<file path="src/rtl/timed_key_tap_injector_core_defines.svh">
// Assertion macros for the tap injector.
`ifndef TIMED_KEY_TAP_INJECTOR_CORE_DEFINES_SVH
`define TIMED_KEY_TAP_INJECTOR_CORE_DEFINES_SVH

// Same-cycle implication, sampled on clk, off while rst_n is low.
`define TKTI_ASSERT_NOW(lbl, ante, cons, msg) \
  lbl: assert property (@(posedge clk) disable iff (!rst_n) (ante) |-> (cons)) \
    else $error(msg);

// Next-cycle implication, sampled on clk, off while rst_n is low.
`define TKTI_ASSERT_NEXT(lbl, ante, cons, msg) \
  lbl: assert property (@(posedge clk) disable iff (!rst_n) (ante) |=> (cons)) \
    else $error(msg);

`endif

</file>
<file path="src/rtl/tkti_pkg.sv">
`timescale 1ns / 1ps
package tkti_pkg;

  localparam logic REQ_ENQUEUE = 1'b0;
  localparam logic REQ_SERVICE = 1'b1;

  localparam logic REG_HOLD_TICKS = 1'b0;
  localparam logic REG_GAP_TICKS  = 1'b1;

  localparam logic [15:0] HOLD_TICKS_RESET = 16'd90;
  localparam logic [15:0] GAP_TICKS_RESET  = 16'd20;

  typedef struct packed {
    logic        req_type;
    logic [31:0] now_tick;
    logic [7:0]  tap_modifier;
    logic [7:0]  tap_usage;
  } in_item_t;

  typedef struct packed {
    logic       accepted;
    logic       report_valid;
    logic [7:0] report_modifier;
    logic [7:0] report_usage;
    logic [5:0] pending_count;
    logic       is_last;
  } out_item_t;

  // Decoded request handed from the front to the back.
  typedef struct packed {
    logic        is_enq;
    logic        usage_ok;
    logic [31:0] now_tick;
    logic [7:0]  tap_modifier;
    logic [7:0]  tap_usage;
  } cmd_t;

  typedef struct packed {
    logic [15:0] hold_ticks;
    logic [15:0] gap_ticks;
  } cfg_regs_t;

  // A deadline is reached when now - deadline, read as signed, is not negative.
  function automatic logic deadline_reached(logic [31:0] now, logic [31:0] deadline);
    logic [31:0] diff;
    diff = now - deadline;
    return ~diff[31];
  endfunction

endpackage

</file>
<file path="src/rtl/tkti_ram.sv">
`timescale 1ns / 1ps
module tkti_ram #(
  parameter int WIDTH = 16,
  parameter int DEPTH = 32
) (
  input  logic                     clk,
  input  logic                     we,
  input  logic [$clog2(DEPTH)-1:0] waddr,
  input  logic [WIDTH-1:0]         wdata,
  input  logic [$clog2(DEPTH)-1:0] raddr,
  output logic [WIDTH-1:0]         rdata
);

  logic [WIDTH-1:0] mem [DEPTH];
  logic [WIDTH-1:0] rdata_r;

  always_ff @(posedge clk) begin
    if (we) begin
      mem[waddr] <= wdata;
    end
    rdata_r <= mem[raddr];
  end

  assign rdata = rdata_r;

endmodule

</file>
<file path="src/rtl/tkti_front.sv">
`timescale 1ns / 1ps
module tkti_front (
  input  logic              clk,
  input  logic              rst_n,
  input  logic              in_valid,
  output logic              in_stall,
  input  tkti_pkg::in_item_t in_data,
  output logic              cmd_valid,
  output tkti_pkg::cmd_t    cmd,
  input  logic              cmd_pop
);
  import tkti_pkg::*;

  cmd_t       q_r [2];
  logic       wr_ptr_r;
  logic       rd_ptr_r;
  logic [1:0] cnt_r;
  logic       push;
  cmd_t       dec;

  always_comb begin
    dec.is_enq       = (in_data.req_type == REQ_ENQUEUE);
    dec.usage_ok     = (in_data.tap_usage != 8'd0);
    dec.now_tick     = in_data.now_tick;
    dec.tap_modifier = in_data.tap_modifier;
    dec.tap_usage    = in_data.tap_usage;
  end

  assign in_stall  = (cnt_r == 2'd2);
  assign push      = in_valid && !in_stall;
  assign cmd_valid = (cnt_r != 2'd0);
  assign cmd       = q_r[rd_ptr_r];

  always_ff @(posedge clk) begin
    if (!rst_n) begin
      wr_ptr_r <= 1'b0;
      rd_ptr_r <= 1'b0;
      cnt_r    <= 2'd0;
    end else begin
      if (push) begin
        wr_ptr_r <= ~wr_ptr_r;
      end
      if (cmd_pop) begin
        rd_ptr_r <= ~rd_ptr_r;
      end
      cnt_r <= cnt_r + 2'(push) - 2'(cmd_pop);
    end
    if (push) begin
      q_r[wr_ptr_r] <= dec;
    end
  end

endmodule

</file>
<file path="src/rtl/tkti_back.sv">
`timescale 1ns / 1ps
module tkti_back #(
  parameter int QUEUE_DEPTH = 32
) (
  input  logic                 clk,
  input  logic                 rst_n,
  input  logic                 cmd_valid,
  input  tkti_pkg::cmd_t       cmd,
  output logic                 cmd_pop,
  input  tkti_pkg::cfg_regs_t  cfg,
  output logic                 out_valid,
  input  logic                 out_stall,
  output tkti_pkg::out_item_t  out_data
);
  import tkti_pkg::*;

  localparam int AW = $clog2(QUEUE_DEPTH);
  localparam int CW = $clog2(QUEUE_DEPTH + 1);
  localparam int SW = CW + 1;

  typedef enum logic [1:0] {ST_IDLE, ST_SVC, ST_OUT} state_t;

  state_t      state_r, state_nxt;
  logic [AW-1:0] rp_r, rp_nxt;
  logic [CW-1:0] count_r, count_nxt;
  logic        held_r, held_nxt;
  logic [31:0] rdl_r, rdl_nxt;
  logic [31:0] pdl_r, pdl_nxt;
  logic        rel_r, rel_nxt;
  logic [31:0] now_r, now_nxt;
  logic        out_valid_r, out_valid_nxt;
  out_item_t   out_r, out_nxt;
  logic        pend_valid_r, pend_valid_nxt;
  out_item_t   pend_r, pend_nxt;

  logic          ram_we;
  logic [AW-1:0] ram_waddr;
  logic [15:0]   ram_rdata;
  logic [SW-1:0] wsum;
  logic          enq_ok;
  logic          rel;
  logic          press;
  out_item_t     rel_item, press_item, idle_item;

  tkti_ram #(.WIDTH(16), .DEPTH(QUEUE_DEPTH)) u_ring (
    .clk   (clk),
    .we    (ram_we),
    .waddr (ram_waddr),
    .wdata ({cmd.tap_modifier, cmd.tap_usage}),
    .raddr (rp_r),
    .rdata (ram_rdata)
  );

  // Slot behind the newest tap, wrapped at the ring depth.
  always_comb begin
    wsum = SW'(rp_r) + SW'(count_r);
    if (wsum >= SW'(QUEUE_DEPTH)) begin
      wsum = wsum - SW'(QUEUE_DEPTH);
    end
    ram_waddr = AW'(wsum);
  end

  assign enq_ok = cmd.usage_ok && (count_r < CW'(QUEUE_DEPTH));
  assign rel    = held_r && deadline_reached(cmd.now_tick, rdl_r);
  assign press  = !held_r && (count_r != '0) && deadline_reached(now_r, pdl_r);

  always_comb begin
    state_nxt      = state_r;
    rp_nxt         = rp_r;
    count_nxt      = count_r;
    held_nxt       = held_r;
    rdl_nxt        = rdl_r;
    pdl_nxt        = pdl_r;
    rel_nxt        = rel_r;
    now_nxt        = now_r;
    out_valid_nxt  = out_valid_r;
    out_nxt        = out_r;
    pend_valid_nxt = pend_valid_r;
    pend_nxt       = pend_r;
    cmd_pop        = 1'b0;
    ram_we         = 1'b0;

    unique case (state_r)
      ST_IDLE: begin
        if (cmd_valid) begin
          cmd_pop = 1'b1;
          if (cmd.is_enq) begin
            ram_we = enq_ok;
            if (enq_ok) begin
              count_nxt = count_r + CW'(1);
            end
            out_nxt.accepted        = enq_ok;
            out_nxt.report_valid    = 1'b0;
            out_nxt.report_modifier = 8'd0;
            out_nxt.report_usage    = 8'd0;
            out_nxt.pending_count   = 6'(count_nxt);
            out_nxt.is_last         = 1'b1;
            out_valid_nxt           = 1'b1;
            state_nxt               = ST_OUT;
          end else begin
            // Release first; the press check runs next cycle on the ring data.
            if (rel) begin
              held_nxt = 1'b0;
              pdl_nxt  = cmd.now_tick + 32'(cfg.gap_ticks);
            end
            rel_nxt   = rel;
            now_nxt   = cmd.now_tick;
            state_nxt = ST_SVC;
          end
        end
      end
      ST_SVC: begin
        if (press) begin
          rp_nxt    = (rp_r == AW'(QUEUE_DEPTH - 1)) ? '0 : rp_r + AW'(1);
          count_nxt = count_r - CW'(1);
          held_nxt  = 1'b1;
          rdl_nxt   = now_r + 32'(cfg.hold_ticks);
        end
        if (rel_r) begin
          out_nxt        = rel_item;
          pend_nxt       = press_item;
          pend_valid_nxt = press;
        end else if (press) begin
          out_nxt = press_item;
        end else begin
          out_nxt = idle_item;
        end
        out_valid_nxt = 1'b1;
        state_nxt     = ST_OUT;
      end
      ST_OUT: begin
        if (!out_stall) begin
          if (pend_valid_r) begin
            out_nxt        = pend_r;
            pend_valid_nxt = 1'b0;
          end else begin
            out_valid_nxt = 1'b0;
            state_nxt     = ST_IDLE;
          end
        end
      end
      default: state_nxt = ST_IDLE;
    endcase
  end

  always_comb begin
    rel_item.accepted        = 1'b0;
    rel_item.report_valid    = 1'b1;
    rel_item.report_modifier = 8'd0;
    rel_item.report_usage    = 8'd0;
    rel_item.pending_count   = 6'(count_nxt);
    rel_item.is_last         = !press;

    press_item.accepted        = 1'b0;
    press_item.report_valid    = 1'b1;
    press_item.report_modifier = ram_rdata[15:8];
    press_item.report_usage    = ram_rdata[7:0];
    press_item.pending_count   = 6'(count_nxt);
    press_item.is_last         = 1'b1;

    idle_item.accepted        = 1'b0;
    idle_item.report_valid    = 1'b0;
    idle_item.report_modifier = 8'd0;
    idle_item.report_usage    = 8'd0;
    idle_item.pending_count   = 6'(count_nxt);
    idle_item.is_last         = 1'b1;
  end

  always_ff @(posedge clk) begin
    if (!rst_n) begin
      state_r      <= ST_IDLE;
      rp_r         <= '0;
      count_r      <= '0;
      held_r       <= 1'b0;
      rdl_r        <= 32'd0;
      pdl_r        <= 32'd0;
      out_valid_r  <= 1'b0;
      pend_valid_r <= 1'b0;
    end else begin
      state_r      <= state_nxt;
      rp_r         <= rp_nxt;
      count_r      <= count_nxt;
      held_r       <= held_nxt;
      rdl_r        <= rdl_nxt;
      pdl_r        <= pdl_nxt;
      out_valid_r  <= out_valid_nxt;
      pend_valid_r <= pend_valid_nxt;
    end
    rel_r  <= rel_nxt;
    now_r  <= now_nxt;
    out_r  <= out_nxt;
    pend_r <= pend_nxt;
  end

  assign out_valid = out_valid_r;
  assign out_data  = out_r;

endmodule

</file>
<file path="src/rtl/timed_key_tap_injector_core.sv">
`timescale 1ns / 1ps
// Port group   Direction  Transfer
// in_*         input      request item on in_valid & !in_stall
// out_*        output     result item on out_valid & !out_stall
// p*           input      APB register write/read, pready tied high
//
// A 2-entry request queue in front takes a new item each cycle until full.
// The back sequencer handles one request at a time: an enqueue goes straight to
// the output state, a service passes through the service state first and may give
// a second result (release then press); the ring RAM's registered read sets that state.
// Reset (rst_n low, synchronous) empties the ring and restores hold 90, gap 20.
// A stalled result holds in the output register; the front keeps accepting until its queue is full.
module timed_key_tap_injector_core #(
  parameter int QUEUE_DEPTH = 32
) (
  input  logic                clk,
  input  logic                rst_n,
  input  logic                in_valid,
  output logic                in_stall,
  input  tkti_pkg::in_item_t  in_data,
  output logic                out_valid,
  input  logic                out_stall,
  output tkti_pkg::out_item_t out_data,
  input  logic                psel,
  input  logic                penable,
  input  logic                pwrite,
  input  logic [2:0]          paddr,
  input  logic [31:0]         pwdata,
  output logic [31:0]         prdata,
  output logic                pready
);
  import tkti_pkg::*;

  `include "timed_key_tap_injector_core_defines.svh"

  cfg_regs_t cfg_r;
  logic      cmd_valid;
  cmd_t      cmd;
  logic      cmd_pop;
  logic      cfg_wr;

  assign pready = 1'b1;
  assign cfg_wr = psel && penable && pwrite && pready;

  always_ff @(posedge clk) begin
    if (!rst_n) begin
      cfg_r.hold_ticks <= HOLD_TICKS_RESET;
      cfg_r.gap_ticks  <= GAP_TICKS_RESET;
    end else if (cfg_wr) begin
      unique case (paddr[2])
        REG_HOLD_TICKS: cfg_r.hold_ticks <= pwdata[15:0];
        REG_GAP_TICKS:  cfg_r.gap_ticks  <= pwdata[15:0];
        default: ;
      endcase
    end
  end

  always_comb begin
    unique case (paddr[2])
      REG_HOLD_TICKS: prdata = {16'd0, cfg_r.hold_ticks};
      REG_GAP_TICKS:  prdata = {16'd0, cfg_r.gap_ticks};
      default:        prdata = 32'd0;
    endcase
  end

  tkti_front u_front (
    .clk       (clk),
    .rst_n     (rst_n),
    .in_valid  (in_valid),
    .in_stall  (in_stall),
    .in_data   (in_data),
    .cmd_valid (cmd_valid),
    .cmd       (cmd),
    .cmd_pop   (cmd_pop)
  );

  tkti_back #(.QUEUE_DEPTH(QUEUE_DEPTH)) u_back (
    .clk       (clk),
    .rst_n     (rst_n),
    .cmd_valid (cmd_valid),
    .cmd       (cmd),
    .cmd_pop   (cmd_pop),
    .cfg       (cfg_r),
    .out_valid (out_valid),
    .out_stall (out_stall),
    .out_data  (out_data)
  );

  `TKTI_ASSERT_NEXT(a_one_cmd_at_a_time, cmd_pop, !cmd_pop, "back took two requests in a row")
  `TKTI_ASSERT_NOW(a_report_not_accepted, out_valid && out_data.report_valid, !out_data.accepted, "report result flagged as accepted")
  `TKTI_ASSERT_NOW(a_enq_single_result, out_valid && out_data.accepted, !out_data.report_valid && out_data.is_last, "enqueue result malformed")
  `TKTI_ASSERT_NOW(a_press_has_usage, out_valid && out_data.report_valid && (out_data.report_modifier != 8'd0), out_data.report_usage != 8'd0, "press report without usage")

endmodule

</file>
<file path="config.mk">
export PLATFORM = sky130hd
export DESIGN_NAME = timed_key_tap_injector_core
export DESIGN_NICKNAME = d
export VERILOG_FILES = /design/src/rtl/tkti_pkg.sv /design/src/rtl/tkti_ram.sv /design/src/rtl/tkti_front.sv /design/src/rtl/tkti_back.sv /design/src/rtl/timed_key_tap_injector_core.sv
export VERILOG_INCLUDE_DIRS = /design/src /design/src/rtl
export SDC_FILE = /design/constraint.sdc
export NUM_CORES = 1
export LEC_CHECK = 0
export BUFFER_PORTS_ARGS = -buffer_cell sky130_fd_sc_hd__buf_2
export CAP_MARGIN = 20
export CORE_ASPECT_RATIO = 2
export CORE_MARGIN = 2
export CORE_UTILIZATION = 56
export DETAILED_ROUTE_END_ITERATION = 8
export PLACE_DENSITY = 0.76
export SETUP_SLACK_MARGIN = 0.2
export SKIP_LAST_GASP = 1
export SLEW_MARGIN = 20
export SYNTH_ARGS = -nofsm -noshare
export SYNTH_HDL_FRONTEND = slang
export SYNTH_SLANG_ARGS = --single-unit
export TNS_END_PERCENT = 30
</file>
<file path="constraint.sdc">
create_clock -name clk -period 4.15 [get_ports clk]
set_input_delay 0.6225 -clock clk [delete_from_list [all_inputs] [get_ports clk]]
set_output_delay 0.6225 -clock clk [all_outputs]
set_load 0.02 [all_outputs]
</file>
# Yosys cells after proc, flatten, opt, wreduce, memory -nomap -nowiden
# Memory sizes are Yosys's and may differ from the RTL's. A register that Yosys moved wholly into a read port is not among the register bits.
# Index checks and enable logic that the tools add are counted.
op_classes:
  eq_ne: 13
  muxes: 44
  bitwise: 7
  add_sub_neg: 11
  n_lt_le_gt_ge: 2
  reduce_logical: 28
ops:
  columns: ["op", "count"]
  rows:
  - ["$mux 25", 5]
  - ["$pmux 25 s3", 1]
  - ["$add 32x16->32", 2]
  - ["$pmux 32 s2", 1]
  - ["$sub 32x32->32", 2]
  - ["$mux 24", 1]
  - ["$mux 6", 4]
  - ["$mux 1", 21]
  - ["$reduce_and 5->1", 3]
  - ["$pmux 6 s2", 1]
  - ["$mux 5", 2]
  - ["$ne 2x2->1 const B", 5]
  - ["$reduce_and 3->1", 3]
  - ["$mux 2", 4]
  - ["$ne 2x1->1 const B", 4]
  - ["$reduce_and 2->1", 4]
  - ["$reduce_bool 8->1", 1]
  - ["$add 5x6->7", 1]
  - ["$ge 7x6->1 const B", 1]
  - ["$logic_and 1x1->1", 7]
  - ["$not 1->1", 7]
  - ["$add 6x1->6 const B", 1]
  - ["$lt 6x6->1 const B", 1]
  - ["$pmux 2 s3", 1]
  - ["other kinds (16)", 22]
word_totals:
  wordCells: 131
  memories: 2
  inputBits: 91
  output_inout_bits: 60
  mem_bits_rw: 612
  ff_bits: 196
mem_list:
  columns: ["name", "words", "width", "rd", "rd_ports_with_merged_regs", "wr", "line", "rtl"]
  rows:
  - ["u_back.u_ring.mem", 32, 16, 1, 1, 1, "tkti_ram.sv:14", "logic [WIDTH-1:0] mem [DEPTH];"]
  - ["u_front.q_r", 2, 50, 1, 1, 1, "tkti_front.sv:14", "cmd_t q_r [2];"]

# Logic depth before layout (Yosys ltp)
logic_depth:
  ltp_word: 9
  ltp_mapped: 16
  depth_no_buf: 12

# Cells and area by module
# A second synthesis with hierarchy kept.
unflattened:
  cells_unflattened: 2564
  area_unflattened_um2: 36409.9
modules_own_cells:
  columns: ["module", "cells_each", "instances", "seq_area_each_um2", "area_per_inst_um2"]
  rows:
  - ["tkti_ram", 1143, 1, 15695.1, 20534.7]
  - ["tkti_back", 1071, 1, 4003.8, 10137.2]
  - ["tkti_front", 185, 1, 3103.0, 4111.4]
  - ["timed_key_tap_injector_core", 165, 1, 640.6, 1626.6]

# Least setup slack after synthesis
# OpenSTA, ideal clock, no wires.
synth_timing:
  kind: "flip-flop to flip-flop"
  startpoint: "register with a tool-made name"
  endpoint: "register u_back.pdl_r[14]"
  setup_time_ns: 0.128
  path_slack_ns: 0.297
  path_buffers: 6
  arrival_ns: 3.725
  period_less_slack_ns: 3.853
  required_time_ns: 4.022
  stages_incl_launch_ff: 17
  path_cell_list: "dfxtp_1 buf_2 buf_4 buf_2 buf_1 mux2_2 ha_1 a21o_1 a21o_1 a221oi_1 o211ai_1 a2bb2oi_2 mux2i_1 buf_2 buf_6 mux2i_1 nor2_1"
synth_rtl:
  columns: ["item", "line", "rtl"]
  rows:
  - ["end signal: assignment", "tkti_back.sv:185", "pdl_r <= pdl_nxt;"]
  - ["end: declaration", "tkti_back.sv:28", "logic [31:0] pdl_r, pdl_nxt;"]

==> flow_metrics.env <==
export IMPL_nNetsFinal=2632
export IMPL_cpLargestDelayFamily="compound AO/OA/AOI/OAI gates"
export IMPL_rsz0062_at_grt="false"
export IMPL_crit_chain="buf_12, mux2i_1, inv_1, ha_1, a2111oi_2, o221ai_1, o211a_2, a2111oi_4, a2bb2oi_2, mux2i_4, buf_12, mux2i_1, nor2_1"
export IMPL_grt_usage_pct=24.9
export IMPL_antenna_found_initial=2
export IMPL_initial_utilization_pct=56.4
export IMPL_design_area_um2=39300
export IMPL_clockBufferDepth=3
export IMPL_gp_congestion=0.879
export IMPL_grt_pass1_wl_um=121000
export IMPL_synth_seq_area_share_pct=66.6
export IMPL_dieArea_um2=65000
export IMPL_grt_max_degree=117
export IMPL_drtPass1Iterations=5
export IMPL_drc=0
export IMPL_crit_buf_inv=3
export IMPL_yosysTopAreaCell="edfxtp_1"
export IMPL_core_area_um2=62500
export IMPL_fmax_mhz=270
export IMPL_min_path_type="input pin to register"
export IMPL_hold_path_depth=1
export IMPL_setup_viol=0
export IMPL_finalWirelength_um=79500
export IMPL_ff2ff_path_depth=13
export IMPL_via_count=20200
export IMPL_die_h_um=359
export IMPL_synthArstFlopShare_pct=0
export IMPL_synth_compound_area_share_pct=5.79
export IMPL_ant_nets=0
export IMPL_synth_most_common_cell="edfxtp_1"
export IMPL_synth_top_family_by_area="multiplexers"
export IMPL_cp_slowest_cell="a2111oi_4"
export IMPL_muxShareOfSynthArea_pct=13.4
export IMPL_critical_path_class="register to register"
export IMPL_cts_root_buffer="clkbuf_16"
export IMPL_reg2reg_to="u_back.pdl_r[14]$_SDFFE_PN0P_"
export IMPL_slew_headroom_pct=24.4
export IMPL_worstHoldStart="in_data[12]"
export IMPL_setup_tns_ns=0
export IMPL_synthCells=2278
export IMPL_multi_input_area_um2=11000
export IMPL_worstSetupEndpointType="register"
export IMPL_crit_fanout=30
export IMPL_synth_simple_area_share_pct=5.72
export IMPL_power_density_nw_per_um2=541
export IMPL_hold_viol=0
export IMPL_synth_top_area_share_pct=59.0
export IMPL_worstSetupStartpointType="register"
export IMPL_routedWlPerCell_um=24.2
export IMPL_drtIter0Drc=1887
export IMPL_cap_viol_max_count=0
export IMPL_synth_area_leaders="edfxtp_1 59%, mux4_2 10%, dfxtp_1 7.6%, ha_1 3.8%, mux2_2 2.3%"
export IMPL_antenna_cells=0
export IMPL_finalCriticalPeriod_ns=3.71
export IMPL_ir_drop_uv=605
export IMPL_synth_edf_count=692
export IMPL_numCtsBuffers=70
export IMPL_synth_cell_type_count=77
export IMPL_synthFlopType="edfxtp_1"
export IMPL_drive_gt1_share_pct=22.2
export IMPL_worst_path_largest_cell_delay_ns=0.39
export IMPL_clkTransAtPathRegs_ns=0.07
export IMPL_tightest_slew_ns=1.13
export IMPL_cp_data_required_time_ns=4.62
export IMPL_period_share_pct=89.4
export IMPL_cts_tree="done"
export IMPL_arrival_ns=4.18
export IMPL_rows=130
export IMPL_synth_area_per_cell_um2=15.5
export IMPL_drv_slew=0
export IMPL_synth_xor_area_share_pct=1.89
export IMPL_finClkSkew_ns=0.0193
export IMPL_clk_latency_ns=0.61
export IMPL_synth_common_cells="692 x edfxtp_1, 176 x nand2_1, 160 x a21oi_1, 160 x mux4_2, 133 x dfxtp_1"
export IMPL_cts_sinks=825
export IMPL_status="finished, final reports clean"
export IMPL_n_fill_cell=4422
export IMPL_overflow=0
export IMPL_leakage_uw=0.0131
export IMPL_ys_seq_elements=825
export IMPL_yosysWarnings=0
export IMPL_cts_htree_levels=3
export IMPL_viasPerCell=6.15
export IMPL_reg2reg_setup_slack_ns=0.44
export IMPL_ios=151
export IMPL_fp_dieW_um=181
export IMPL_grt_pass1_vias=20300
export IMPL_synth_fa_ha_area_share_pct=3.94
export IMPL_hpwl_um=48200
export IMPL_regArea_um2=23500
export IMPL_area_delta_synth_final_pct=11.7
export IMPL_synth_cell_area_um2=35200
export IMPL_hold_end="u_front.q_r[0][12]$_DFFE_PP_"
export IMPL_port_buffers=115
export IMPL_place_area_um2=36900
[per-layer routing]
layer	up-vias	wire length, um	global-route usage, %
met4	0	2280	8.33
met5	-	0	0
met2	910	40500	43.0
li1	8979	-	-
met3	136	5480	3.02
met1	10100	31200	33.2
[cells by family (layout without fill, tap and decap cells)]
group,count (synthesis),count (layout)
other,2,17
muxes,262,262
adders and majority gates,109,109
xor gates and xnor gates,76,76
and+or+nand+nor,443,443
DFF,825,825
buffers and inverters,225,419
AOI/OAI and AO/OA,336,336
[cell usage in the layout, fill, tap and decap left out, types with 9 or more instances in the layout]
cell	instances
mux2i_1	27
a21o_1	16
mux2_2	72
xor2_1	29
inv_1	107
a21oi_1	160
xnor2_1	47
nand4_1	12
conb_1	17
ha_1	106
nor2_1	110
and2_1	9
nand3_1	55
clkbuf_16	73
clkinv_1	13
buf_4	59
a211oi_1	14
buf_2	115
o21ai_1	14
edfxtp_1	692
clkbuf_1	14
o21a_1	13
o21ai_0	62
and3_1	13
mux4_2	160
dfxtp_1	128
nand2_1	176
nor3_1	12
[how the worst max path moves through the flow]
stage	depth (start not counted)	slack [ns]	end
CTS	12	0.33	u_back.pdl_r[14]$_SDFFE_PN0P_
global placement	11	0.23	u_back.pdl_r[31]$_SDFFE_PN0P_
floorplan	16	0.30	u_back.pdl_r[14]$_SDFFE_PN0P_
global route	13	0.25	u_back.pdl_r[4]$_SDFFE_PN0P_
finish	13	0.44	u_back.pdl_r[14]$_SDFFE_PN0P_
detailed placement	11	0.12	u_back.pdl_r[31]$_SDFFE_PN0P_
[cell type report]
type                            instances  area share, %
Sequential cell                       825           59.6
Multi-Input combinational cell       1243           27.9
Clock buffer                           91           4.92
Timing Repair Buffer                  183           3.04
Tap cell                              792           2.52
Inverter                              109           1.04
Clock inverter                         36          0.957
[where the power goes]
part | total, uW | switching (uW) | internal (uW)
clock | 6670 | 2920 | 3750
sequential | 10400 | 244 | 10200
combinational | 4210 | 2750 | 1460
[sequential cells by signal, indices dropped and copies added (netlist names), named ones only]
register / cells
u_back.now_r: 32
u_back.out_valid: 1
u_back.pend_r: 22
cfg_r: 32
u_back.pdl_r: 32
u_back.held_r: 1
u_front.wr_ptr_r: 1
u_front.q_r: 100
u_back.count_r: 6
u_back.pend_valid_r: 1
u_front.cnt_r: 2
u_back.rel_r: 1
u_back.u_ring.mem: 512
u_back.rp_r: 5
u_back.state_r: 2
u_front.rd_ptr_r: 1
u_back.rdl_r: 32
u_back.out_data: 25
u_back.u_ring.rdata: 16
[repair_timing]
action | CTS | global route
pin swaps | 0 | 0
setup buffers | 0 | 3
resized for setup | 2 | 4
hold buffers | 0 | 0
hold endpoints to repair | 0 | 0
endpoints found under the setup margin | 25 | 25
[per-stage QoR]
step                utilization [%]  power [uW]  instances  worst slack (ns)  hold WS [ns]
floorplan                         -       13300       2293             0.297         0.409
global placement               59.1       14500       3147             0.227         0.418
detailed placement             59.1       14700       3147             0.118         0.418
CTS                            62.8       21300       3274             0.332         0.181
global route                   63.0       22100       3279             0.253         0.190
finish                         63.0       21300       3279             0.442         0.206
(Power assumes the default switching activity.)
